File: src/rtl/mtbs_pkg.sv
// Shared constants, codes and controller/datapath types of the table search block.
// No dependencies.
package mtbs_pkg;

    localparam int DEPTH   = 1024;
    localparam int VALUE_W = 32;
    localparam int ADDR_W  = $clog2(DEPTH);
    localparam int COUNT_W = $clog2(DEPTH) + 1;
    localparam int POS_W   = 10;

    localparam logic [COUNT_W-1:0] COUNT_RESET = COUNT_W'(DEPTH);

    // Input item commands
    localparam logic CMD_WRITE = 1'b0;
    localparam logic CMD_QUERY = 1'b1;

    // Read address selection
    localparam logic [1:0] RD_FIRST = 2'd0;
    localparam logic [1:0] RD_LAST  = 2'd1;
    localparam logic [1:0] RD_MID   = 2'd2;

    typedef struct packed {
        logic       wr_en;
        logic       load_query;
        logic       rd_en;
        logic [1:0] rd_sel;
        logic       cap_first;
        logic       cap_dir;
        logic       step;
        logic       out_load;
    } t_dp_cmd;

    typedef struct packed {
        logic more;
        logic out_busy;
    } t_dp_status;

endpackage

File: src/rtl/mtbs_ctrl.sv
// Controller state machine of the table search block.
// Depends on mtbs_pkg.
module mtbs_ctrl (
    input  logic                 i_clk,
    input  logic                 i_rst_n,
    input  logic                 i_valid,
    output logic                 o_ready,
    input  logic                 i_cmd,
    input  mtbs_pkg::t_dp_status i_status,
    output mtbs_pkg::t_dp_cmd    o_cmd
);
    import mtbs_pkg::*;

    localparam logic [2:0] S_IDLE     = 3'd0;
    localparam logic [2:0] S_RD_FIRST = 3'd1;
    localparam logic [2:0] S_RD_LAST  = 3'd2;
    localparam logic [2:0] S_DIR      = 3'd3;
    localparam logic [2:0] S_STEP     = 3'd4;
    localparam logic [2:0] S_DONE     = 3'd5;

    logic [2:0] r_state;
    logic [2:0] n_state;
    logic       accept;

    assign o_ready = (r_state == S_IDLE);
    assign accept  = i_valid && o_ready;

    // Sequence one item: write at once, or read ends then bisect
    always_comb begin
        n_state = r_state;
        o_cmd   = '0;
        case (r_state)
            S_IDLE: begin
                if (accept) begin
                    if (i_cmd == CMD_WRITE) begin
                        o_cmd.wr_en = 1'b1;
                    end else begin
                        o_cmd.load_query = 1'b1;
                        n_state          = S_RD_FIRST;
                    end
                end
            end
            S_RD_FIRST: begin
                o_cmd.rd_en  = 1'b1;
                o_cmd.rd_sel = RD_FIRST;
                n_state      = S_RD_LAST;
            end
            S_RD_LAST: begin
                o_cmd.rd_en     = 1'b1;
                o_cmd.rd_sel    = RD_LAST;
                o_cmd.cap_first = 1'b1;
                n_state         = S_DIR;
            end
            S_DIR: begin
                o_cmd.cap_dir = 1'b1;
                o_cmd.rd_sel  = RD_MID;
                if (i_status.more) begin
                    o_cmd.rd_en = 1'b1;
                    n_state     = S_STEP;
                end else begin
                    n_state = S_DONE;
                end
            end
            S_STEP: begin
                o_cmd.step   = 1'b1;
                o_cmd.rd_sel = RD_MID;
                if (i_status.more) begin
                    o_cmd.rd_en = 1'b1;
                end else begin
                    n_state = S_DONE;
                end
            end
            S_DONE: begin
                if (!i_status.out_busy) begin
                    o_cmd.out_load = 1'b1;
                    n_state        = S_IDLE;
                end
            end
            default: begin
                n_state = S_IDLE;
            end
        endcase
    end

    always_ff @(posedge i_clk) begin
        if (!i_rst_n) begin
            r_state <= S_IDLE;
        end else begin
            r_state <= n_state;
        end
    end

endmodule

File: config.mk
export PLATFORM = sky130hd
export DESIGN_NAME = mtbs_ctrl
export DESIGN_NICKNAME = d
export VERILOG_FILES = /design/src/rtl/mtbs_pkg.sv /design/src/rtl/mtbs_ctrl.sv
export SDC_FILE = /design/constraint.sdc
export NUM_CORES = 1
export LEC_CHECK = 0
export BUFFER_PORTS_ARGS = -buffer_cell sky130_fd_sc_hd__buf_4
export CAP_MARGIN = 10
export CORE_AREA = 8 8 45 47
export DETAILED_ROUTE_END_ITERATION = 10
export DIE_AREA = 0 0 53 55
export GPL_TIMING_DRIVEN = 0
export PLACE_DENSITY_LB_ADDON = 0.3
export SYNTH_ARGS = -nofsm -noshare
export SYNTH_HDL_FRONTEND = slang
export SYNTH_SLANG_ARGS = --single-unit
File: constraint.sdc
create_clock -name i_clk -period 1.37 [get_ports i_clk]
set_clock_uncertainty 0.2 [all_clocks]
set_input_delay 0.0685 -clock i_clk [delete_from_list [all_inputs] [get_ports i_clk]]
set_output_delay 0.0685 -clock i_clk [all_outputs]
set_load 0.03 [all_outputs]
==> results.json, run 1 <==
{
  "status": "finished, violations left",
  "violations": "negative setup slack",
  "finalWorstSetupSlack_ns": -0.146,
  "fp.dieW_um": 53,
  "clockRootBuffer": "clkbuf_4",
  "wl_per_cell_um": 11.5,
  "drv_cap": 0,
  "grt_max_degree": 9,
  "regMostFlops": "r_state",
  "peakVddDrop_uv": 659,
  "critPathArrivalTime_ns": 1.25,
  "drv_slew": 0,
  "ys_seq_elements": 3,
  "drive_gt1_share_pct": 69.8,
  "die_h_um": 55,
  "h-tree-depth": 1,
  "syn_inst": 36,
  "seq_area_frac_synth_pct": 20.4,
  "area_delta_synth_final_pct": 107,
  "finalInstanceArea_um2": 609,
  "p_int_mw": 0.802,
  "grt_use_total_pct": 7.59,
  "synth-edff-count": 0,
  "fillers": 140,
  "hold_viol": 0,
  "final-setup-viol-count": 10,
  "portBuffers": 15,
  "drtIter0Drc": 0,
  "power.total_mw": 1.43,
  "rows": 14,
  "synthDistinctLibCells": 22,
  "crit_path_end_kind": "output pin",
  "path_clk_slew_ns": 0.04,
  "worstMarginPinSlew_ns": 0.204,
  "largest_reg_flops": 3,
  "die_area_mm2": 0.00292,
  "dp_hpwl_um": 632,
  "switchingPower_mw": 0.625,
  "numClockSinks": 3,
  "power.leakage_nw": 0.286,
  "required_ns": 1.10,
  "clock.fmax_ghz": 0.660,
  "critPathLaunchType": "flip-flop",
  "vias": 337,
  "totalWireLength_um": 909,
  "swShare_pct": 43.8,
  "period_minus_slack_ns": 1.52,
  "cts_tree": "yes",
  "synth_nets": 42,
  "combPwrFrac_pct": 77.5,
  "drc_errors": 0,
  "final_nets": 70,
  "place.gp.congestion": 0.698,
  "synthTopCellsByArea": "dfxtp_1 (20%), buf_6 (7.7%), nor3b_1 (7.7%)",
  "synth_warnings": 0,
  "insertion_delay_ns": 0.23,
  "antennaDiodeCount": 0,
  "seq_power_share_pct": 11.8,
  "yosysTopAreaCellShare_pct": 20.4,
  "antenna_found_initial": 0,
  "grt_pass1_wl_um": 1600,
  "syn-cell-area_um2": 294,
  "fin_setup_tns_ns": -0.694,
  "min_path_type": "input pin to flip-flop",
  "first_pass_iters": 1,
  "path_class": "flip-flop to output pin",
  "core_area_mm2": 0.00138,
  "start_util_pct": 21.2,
  "synth-main-ff-cell": "dfxtp_1",
  "numCtsBuffers": 3,
  "pwr-share-clk_pct": 10.6,
  "async_reset_ff_share_pct": 0,
  "cts_buffer_depth": 2,
  "via_per_inst": 4.27,
  "place_area_um2": 464,
  "post-route-period-util_pct": 111,
  "timing.hold.ws_ns": 0.0399,
  "drtAntennaViolNets": 0,
  "num_io_pins": 16,
  "power.density_mw_per_mm2": 2340,
  "grt_pass1_vias": 370,
  "worstPathMaxFanout": 5,
  "final_cell_mix": "buf_4 (18), buf_6 (8), nor3b_2 (3), nand2_1 (3), clkbuf_4 (3)",
  "rsz0062_at_grt": "true",
  "relSlewSlack_pct": 86.3,
  "layout_commonest_cell": "buf_4",
  "syn_area_per_cell_um2": 8.17,
  "synth_top_area_cell": "dfxtp_1",
  "reg_top3": "r_state x3",
  "gr-total-overflow": 0
}
[worst paths after layout]
path                                         startpoint                       to  slack (ns)  cells past startpoint
worst max-delay path            r_state[0]$_SDFFE_PN0P_                 o_cmd[6]       -0.15                      5
worst min-delay path                        i_status[0]  r_state[0]$_SDFFE_PN0P_        0.04                      4
worst max register to register  r_state[2]$_SDFFE_PN0P_  r_state[0]$_SDFFE_PN0P_       -0.04                      5
worst min register to register  r_state[2]$_SDFFE_PN0P_  r_state[1]$_SDFFE_PN0P_        0.31                      1
[critical path, stage by stage, from the launching register on]
cell	delay, ns
dfxtp_4	0.35
buf_6	0.13
nor3b_4	0.19
nand2_1	0.09
o31ai_2	0.06
buf_4	0.19
[routing by layer]
layer	share of wire (%)	vias up	global-route usage, %
met2	55	8	13.7
met5	0	-	0
met1	36	154	6.53
li1	-	175	-
met4	0	0	5.17
met3	9.4	0	3.74
[power by group through the flow]
stage / registers (mW) / logic [mW] / clock network (mW)
after floorplan: 0.147 / 0.649 / 0
after global placement: 0.151 / 0.871 / 0
after detailed placement: 0.151 / 0.874 / 0
after CTS: 0.158 / 1.12 / 0.163
after global routing: 0.174 / 1.18 / 0.178
final: 0.169 / 1.11 / 0.152
[repair_timing]
action | CTS | global route
buffers inserted | 8 | 1
hold endpoints to repair | 3 | 0
endpoints found under the setup margin | 10 | 11
pin swaps | 9 | 3
resized for setup | 13 | 3
hold buffers | 1 | 0
gates cloned | 0 | 0
[cell families (layout without fill, tap and decap cells)]
logic type	after synthesis	in the layout	share of synthesized area, %
multiplexers	2	2	6.81
AO/OA/AOI/OAI	5	5	15.3
AND/OR/NAND/NOR	19	19	40.0
buffers and inverters	6	33	14.5
XOR/XNOR	1	1	2.98
flip-flops	3	3	20.4
[through the flow]
stage	instances	utilization, %	setup WS (ns)
after CTS	79	43.5	-0.162
after global placement	67	33.5	-0.0525
after detailed placement	67	33.5	-0.0479
final	79	44.0	-0.146
after global routing	79	44.0	-0.217
after floorplan	36	-	-0.139
[cell usage after synthesis, drive strengths merged, types with 2 or more instances]
library cell / number
nand2b: 2
mux2i: 2
nand2: 5
dfxtp: 3
nor3: 2
nor2: 4
nor3b: 4
inv: 2
buf: 4
[layout make-up]
class	count	area, µm²	area share, %
Multi-Input combinational cell	27	253	41.5
Timing Repair Buffer	25	213	34.9
Sequential cell	3	67.6	11.1
Clock buffer	4	26.3	4.31
Buffer	2	22.5	3.70
Tap cell	16	20.0	3.29
Inverter	2	7.51	1.23
(Power assumes the default switching activity.)
==> inputs of run 2 (changes only) <==
--- a/config.mk
+++ b/config.mk
@@ -5,8 +5,11 @@
 export SDC_FILE = /design/constraint.sdc
 export NUM_CORES = 1
 export LEC_CHECK = 0
+export ABC_AREA = 1
 export BUFFER_PORTS_ARGS = -buffer_cell sky130_fd_sc_hd__buf_4
 export CAP_MARGIN = 10
+export CELL_PAD_IN_SITES_DETAIL_PLACEMENT = 0
+export CELL_PAD_IN_SITES_GLOBAL_PLACEMENT = 1
 export CORE_AREA = 8 8 45 47
 export DETAILED_ROUTE_END_ITERATION = 10
 export DIE_AREA = 0 0 53 55
==> results.json, run 2 <==
{
  "crit_path_end_kind": "output pin",
  "cp_top_family": "flip-flops",
  "dp_hpwl_um": 636,
  "drv_cap": 0,
  "ys_top_cells_by_count": "nor2_1 (7), inv_1 (5), inv_2 (5), nand3_1 (5), nand2_1 (4)",
  "finalInstanceArea_um2": 604,
  "antennaDiodeCount": 0,
  "core_area_mm2": 0.00138,
  "critPathSlowestCell": "dfxtp_4",
  "ys_seq_elements": 3,
  "path_buf_inv": 4,
  "path_class": "flip-flop to output pin",
  "seq_area_frac_synth_pct": 22.4,
  "portBuffers": 15,
  "layout_commonest_cell": "buf_4",
  "grt_pass1_vias": 371,
  "synth_nets": 50,
  "status": "finished, violations left",
  "hold_depth": 6,
  "drv_slew": 0,
  "worstPathMaxFanout": 5,
  "seq_power_share_pct": 18.7,
  "hold_viol": 0,
  "crit_top_cell": "nor2_4",
  "p_int_mw": 0.376,
  "yosysTopAreaCellShare_pct": 22.4,
  "peakVddDrop_uv": 539,
  "totalWireLength_um": 849,
  "grt_use_total_pct": 6.50,
  "crit_chain": "nor2_4 > inv_2 > nor2_4 > nor2_4 > inv_2 > buf_6 > buf_6",
  "synth-main-ff-cell": "dfxtp_1",
  "final-setup-viol-count": 6,
  "finalWorstSetupSlack_ns": -0.125,
  "swShare_pct": 41.4,
  "wl_per_cell_um": 9.76,
  "synthDistinctLibCells": 15,
  "async_reset_ff_share_pct": 0,
  "drive_gt1_share_pct": 67.6,
  "r2r-end": "r_state[0]$_SDFFE_PN0P_",
  "cts_buffer_depth": 2,
  "relSlewSlack_pct": 87.7,
  "reg_top3": "r_state x3",
  "synthTopCellsByArea": "dfxtp_1 (22%), nor2_1 (9.8%), nand3_1 (9.3%)",
  "fp.dieW_um": 53,
  "drtIter0Drc": 4,
  "switchingPower_mw": 0.266,
  "synth-edff-count": 0,
  "numCtsBuffers": 3,
  "start_util_pct": 19.3,
  "grt_pass1_wl_um": 1440,
  "path_clk_slew_ns": 0.04,
  "cts_tree": "yes",
  "rrSetupSlack_ns": 0.11,
  "clockRootBuffer": "clkbuf_4",
  "post-route-period-util_pct": 109,
  "cpPeakStageDelay_ns": 0.39,
  "insertion_delay_ns": 0.23,
  "min_path_type": "input pin to flip-flop",
  "final_nets": 78,
  "r2r_start": "r_state[1]$_SDFFE_PN0P_",
  "regMostFlops": "r_state",
  "via_per_inst": 4.10,
  "synth_top_area_cell": "dfxtp_1",
  "numClockSinks": 3,
  "die_area_mm2": 0.00292,
  "rsz0062_at_grt": "true",
  "area_delta_synth_final_pct": 126,
  "antenna_found_initial": 0,
  "drc_errors": 0,
  "first_pass_iters": 4,
  "syn_area_per_cell_um2": 6.09,
  "required_ns": 1.10,
  "final_cell_mix": "buf_4 (15), buf_6 (8), nor2_4 (7)",
  "pwr-share-clk_pct": 23.8,
  "rr_worst_depth": 7,
  "num_io_pins": 16,
  "critPathLaunchType": "flip-flop",
  "gr-total-overflow": 0,
  "largest_reg_flops": 3,
  "period_minus_slack_ns": 1.50,
  "post-synth-top-count-cell": "nor2_1",
  "place.gp.congestion": 0.742,
  "hp-start": "i_status[1]",
  "combPwrFrac_pct": 57.5,
  "clock.fmax_ghz": 0.669,
  "power.leakage_nw": 0.299,
  "critPathArrivalTime_ns": 1.23,
  "rows": 14,
  "die_h_um": 55,
  "place_area_um2": 467,
  "h-tree-depth": 1,
  "syn-cell-area_um2": 268,
  "grt_max_degree": 9,
  "synth_warnings": 0,
  "power.density_mw_per_mm2": 1060,
  "drtAntennaViolNets": 0,
  "syn_inst": 44,
  "violations": "negative setup slack",
  "hold_path_end": "r_state[0]$_SDFFE_PN0P_",
  "vias": 357,
  "worstMarginPinSlew_ns": 0.183,
  "pre_cts_slack_ns": -0.0558
}
[run 2: power groups by stage]
stage          sequential [mW]  clock [mW]  combinational (mW)
2_1_floorplan            0.111           0               0.231
3_3_place_gp             0.113           0               0.315
3_5_place_dp             0.113           0               0.314
4_1_cts                  0.114       0.162               0.376
5_1_grt                  0.122       0.170               0.400
6_report                 0.120       0.152               0.369
[run 2: logic make-up after synthesis]
logic type,after synthesis,share of synthesized area (%)
AND/OR/NAND/NOR,24,49.5
AO/OA/AOI/OAI,5,9.34
buffers and inverters,12,18.7
flip-flops,3,22.4
[run 2: per-layer routing]
layer | part of all wire (%) | global-route usage (%) | vias up | routed length, µm
met5 | 0 | 0 | - | 0
met2 | 54 | 11.5 | 10 | 462
met3 | 8.1 | 1.87 | 0 | 69
met1 | 37 | 6.67 | 157 | 317
met4 | 0 | 3.88 | 0 | 0
li1 | - | - | 190 | -
[run 2: worst min-delay path: stages]
cell and delay, ns:
buf_4 0.08, nand3_1 0.07, nand2_1 0.06, nor2_1 0.04, nand2_1 0.06, a21oi_2 0.05
[run 2: worst max path at each step]
stage | start | to | slack (ns) | cells after the start
6_report | r_state[1]$_SDFFE_PN0P_ | o_cmd[5] | -0.13 | 7
5_1_grt | r_state[1]$_SDFFE_PN0P_ | o_cmd[6] | -0.18 | 6
4_1_cts | r_state[0]$_SDFFE_PN0P_ | o_cmd[5] | -0.17 | 8
3_5_place_dp | r_state[1]$_SDFFE_PN0P_ | o_cmd[5] | -0.06 | 7
3_3_place_gp | r_state[2]$_SDFFE_PN0P_ | o_cmd[5] | -0.07 | 7
2_1_floorplan | r_state[0]$_SDFFE_PN0P_ | o_cmd[7] | -0.08 | 6
[run 2: cell type report]
cell class	instances	area (µm²)
Sequential cell	3	71.3
Multi-Input combinational cell	29	221
Inverter	10	42.5
Timing Repair Buffer	24	211
Fill cell	147	779
Buffer	1	11.3
Clock buffer	4	26.3
Tap cell	16	20.0
[run 2: what timing repair did]
action                                  4_1_cts  5_1_grt
pin swaps                                     2        4
buffers inserted                              5        2
gates cloned                                  0        0
resized for setup                            13        4
hold buffers                                  2        0
endpoints found under the setup margin       10       10
endpoints found under the hold margin         3        0
[run 2: stage by stage]
stage          setup TNS (ns)  cells  utilization [%]  hold WS (ns)  total power [mW]
2_1_floorplan          -0.170     44                -       -0.0216             0.342
4_1_cts                -0.769     86             42.5        0.0250             0.652
3_5_place_dp          -0.0724     75             33.7         0.121             0.427
6_report               -0.462     87             43.7        0.0362             0.641
5_1_grt                -0.830     87             43.7         0.124             0.691
3_3_place_gp          -0.0860     75             33.7         0.114             0.427
==> inputs of run 3 (changes only) <==
--- a/config.mk
+++ b/config.mk
@@ -11,6 +11,7 @@
 export CELL_PAD_IN_SITES_DETAIL_PLACEMENT = 0
 export CELL_PAD_IN_SITES_GLOBAL_PLACEMENT = 1
 export CORE_AREA = 8 8 45 47
+export CTS_BUF_LIST = sky130_fd_sc_hd__clkbuf_8 sky130_fd_sc_hd__clkbuf_16
 export DETAILED_ROUTE_END_ITERATION = 10
 export DIE_AREA = 0 0 53 55
 export GPL_TIMING_DRIVEN = 0
==> constraint.sdc (replaced) <==
create_clock -name i_clk -period 1.3 [get_ports i_clk]
set_clock_uncertainty 0.2 [all_clocks]
set_input_delay 0.065 -clock i_clk [delete_from_list [all_inputs] [get_ports i_clk]]
set_output_delay 0.065 -clock i_clk [all_outputs]
set_load 0.03 [all_outputs]
==> results.json, run 3 (synthesis gave the netlist of run 2 again) <==
{
  "finalInstanceArea_um2": 623,
  "path_clk_slew_ns": 0.03,
  "final-setup-viol-count": 7,
  "required_ns": 1.03,
  "final_cell_mix": "buf_4 (13), buf_6 (9), nor2_4 (7)",
  "min_path_type": "input pin to flip-flop",
  "antennaDiodeCount": 0,
  "drive_gt1_share_pct": 67.1,
  "cts_buffer_depth": 2,
  "numCtsBuffers": 3,
  "clock.fmax_ghz": 0.678,
  "pwr-share-clk_pct": 33.9,
  "antenna_found_initial": 0,
  "die_area_mm2": 0.00292,
  "clockRootBuffer": "clkbuf_8",
  "status": "finished, violations left",
  "worstPathMaxFanout": 8,
  "rows": 14,
  "vias": 360,
  "regMostFlops": "r_state",
  "peakVddDrop_uv": 612,
  "power.density_mw_per_mm2": 1250,
  "drtAntennaViolNets": 0,
  "fp.dieW_um": 53,
  "critPathLaunchType": "flip-flop",
  "post-route-period-util_pct": 113,
  "final_nets": 77,
  "totalWireLength_um": 886,
  "area_delta_synth_final_pct": 133,
  "drv_cap": 0,
  "crit_chain": "inv_8 > nand2_4 > nor2_4 > nor2_4 > inv_2 > buf_6 > buf_6",
  "die_h_um": 55,
  "drtIter0Drc": 5,
  "dp_hpwl_um": 658,
  "layout_commonest_cell": "buf_4",
  "start_util_pct": 19.3,
  "rsz0062_at_grt": "true",
  "grt_pass1_vias": 350,
  "core_area_mm2": 0.00138,
  "drv_slew": 0,
  "path_buf_inv": 4,
  "relSlewSlack_pct": 86.7,
  "fillers": 143,
  "wl_per_cell_um": 10.3,
  "largest_reg_flops": 3,
  "numClockSinks": 3,
  "place.gp.congestion": 0.733,
  "via_per_inst": 4.19,
  "first_pass_iters": 4,
  "num_io_pins": 16,
  "drc_errors": 0,
  "switchingPower_mw": 0.300,
  "reg_top3": "r_state x3",
  "cp_top_family": "flip-flops",
  "p_int_mw": 0.482,
  "hold_viol": 0,
  "swShare_pct": 38.4,
  "grt_max_degree": 9,
  "critPathSlowestCell": "dfxtp_4",
  "gr-total-overflow": 0,
  "critPathArrivalTime_ns": 1.21,
  "crit_path_end_kind": "output pin",
  "grt_pass1_wl_um": 1530,
  "grt_use_total_pct": 6.98,
  "path_class": "flip-flop to output pin",
  "final_cells": 86,
  "power.leakage_nw": 0.301,
  "cpPeakStageDelay_ns": 0.37,
  "portBuffers": 15,
  "period_minus_slack_ns": 1.48,
  "combPwrFrac_pct": 49.9,
  "place_area_um2": 467,
  "dp.cells": 75,
  "violations": "negative setup slack",
  "seq_power_share_pct": 16.2,
  "finalWorstSetupSlack_ns": -0.175,
  "cts_tree": "yes",
  "insertion_delay_ns": 0.22,
  "worstMarginPinSlew_ns": 0.199,
  "h-tree-depth": 1
}
## run 3: cell types whose count changed in the layout (fill, tap and decap cells not counted), sizes merged
cell / before / now
buf: 23 / 22
clkbuf: 4 / 3
inv: 10 / 11
## run 3: power groups by stage
stage               Combinational [mW]  Sequential [mW]  Clock (mW)
detailed placement               0.332            0.119           0
finish                           0.390            0.127       0.265
global route                     0.420            0.129       0.284
CTS                              0.385            0.121       0.273
global placement                 0.332            0.119           0
floorplan                        0.244            0.116           0
## run 3: worst paths after layout
kind                           startpoint                      end  slack, ns  cells after the start
setup / recovery  r_state[2]$_SDFFE_PN0P_                 o_cmd[5]      -0.18                      7
setup reg to reg  r_state[1]$_SDFFE_PN0P_  r_state[0]$_SDFFE_PN0P_       0.08                      7
hold / removal                i_status[1]  r_state[0]$_SDFFE_PN0P_       0.03                      6
hold reg to reg   r_state[2]$_SDFFE_PN0P_  r_state[0]$_SDFFE_PN0P_       0.38                      2
## run 3: routing by layer
layer / routed length [µm] / vias to the layer above / GRT usage [%]
met3: 58 / 0 / 1.87
met1: 347 / 161 / 7.26
met2: 481 / 12 / 11.9
li1: - / 187 / -
met5: 0 / - / 0
met4: 0 / 0 / 5.17
## run 3: timing repair
item / 4_1_cts / 5_1_grt
hold endpoints to repair: 3 / 0
hold buffers: 2 / 0
gates resized for setup: 14 / 4
buffers inserted: 4 / 2
setup endpoints to repair: 10 / 11
pin swaps: 7 / 3
## run 3: tightest hold or removal path, cell delays in order
cell and delay [ns]:
buf_4 0.08, nand3_1 0.07, nand2_1 0.06, nor2_1 0.04, nand2_1 0.05, a21oi_1 0.05
## run 3: area by class of cell
cell class / count / area [µm²] / share of cell area [%]
flip-flops and latches: 3 / 71.3 / 11.4
plain buffers: 1 / 11.3 / 1.81
multi-input cells: 29 / 223 / 35.7
repair buffers: 23 / 208 / 33.3
well taps: 16 / 20.0 / 3.21
clock buffers: 3 / 41.3 / 6.63
clock inverters: 1 / 3.75 / 0.602
inverters: 10 / 45.0 / 7.23
## run 3: through the flow
stage / hold slack [ns] / utilization, % / total power [mW] / setup WS, ns / TNS (ns)
2_1_floorplan: -0.0286 / - / 0.361 / -0.142 / -0.485
5_1_grt: 0.0808 / 45.0 / 0.833 / -0.224 / -1.20
6_report: 0.0341 / 45.0 / 0.782 / -0.175 / -0.735
3_5_place_dp: 0.120 / 33.7 / 0.451 / -0.118 / -0.316
4_1_cts: 0.0397 / 43.8 / 0.779 / -0.231 / -1.01
3_3_place_gp: 0.110 / 33.7 / 0.451 / -0.122 / -0.318
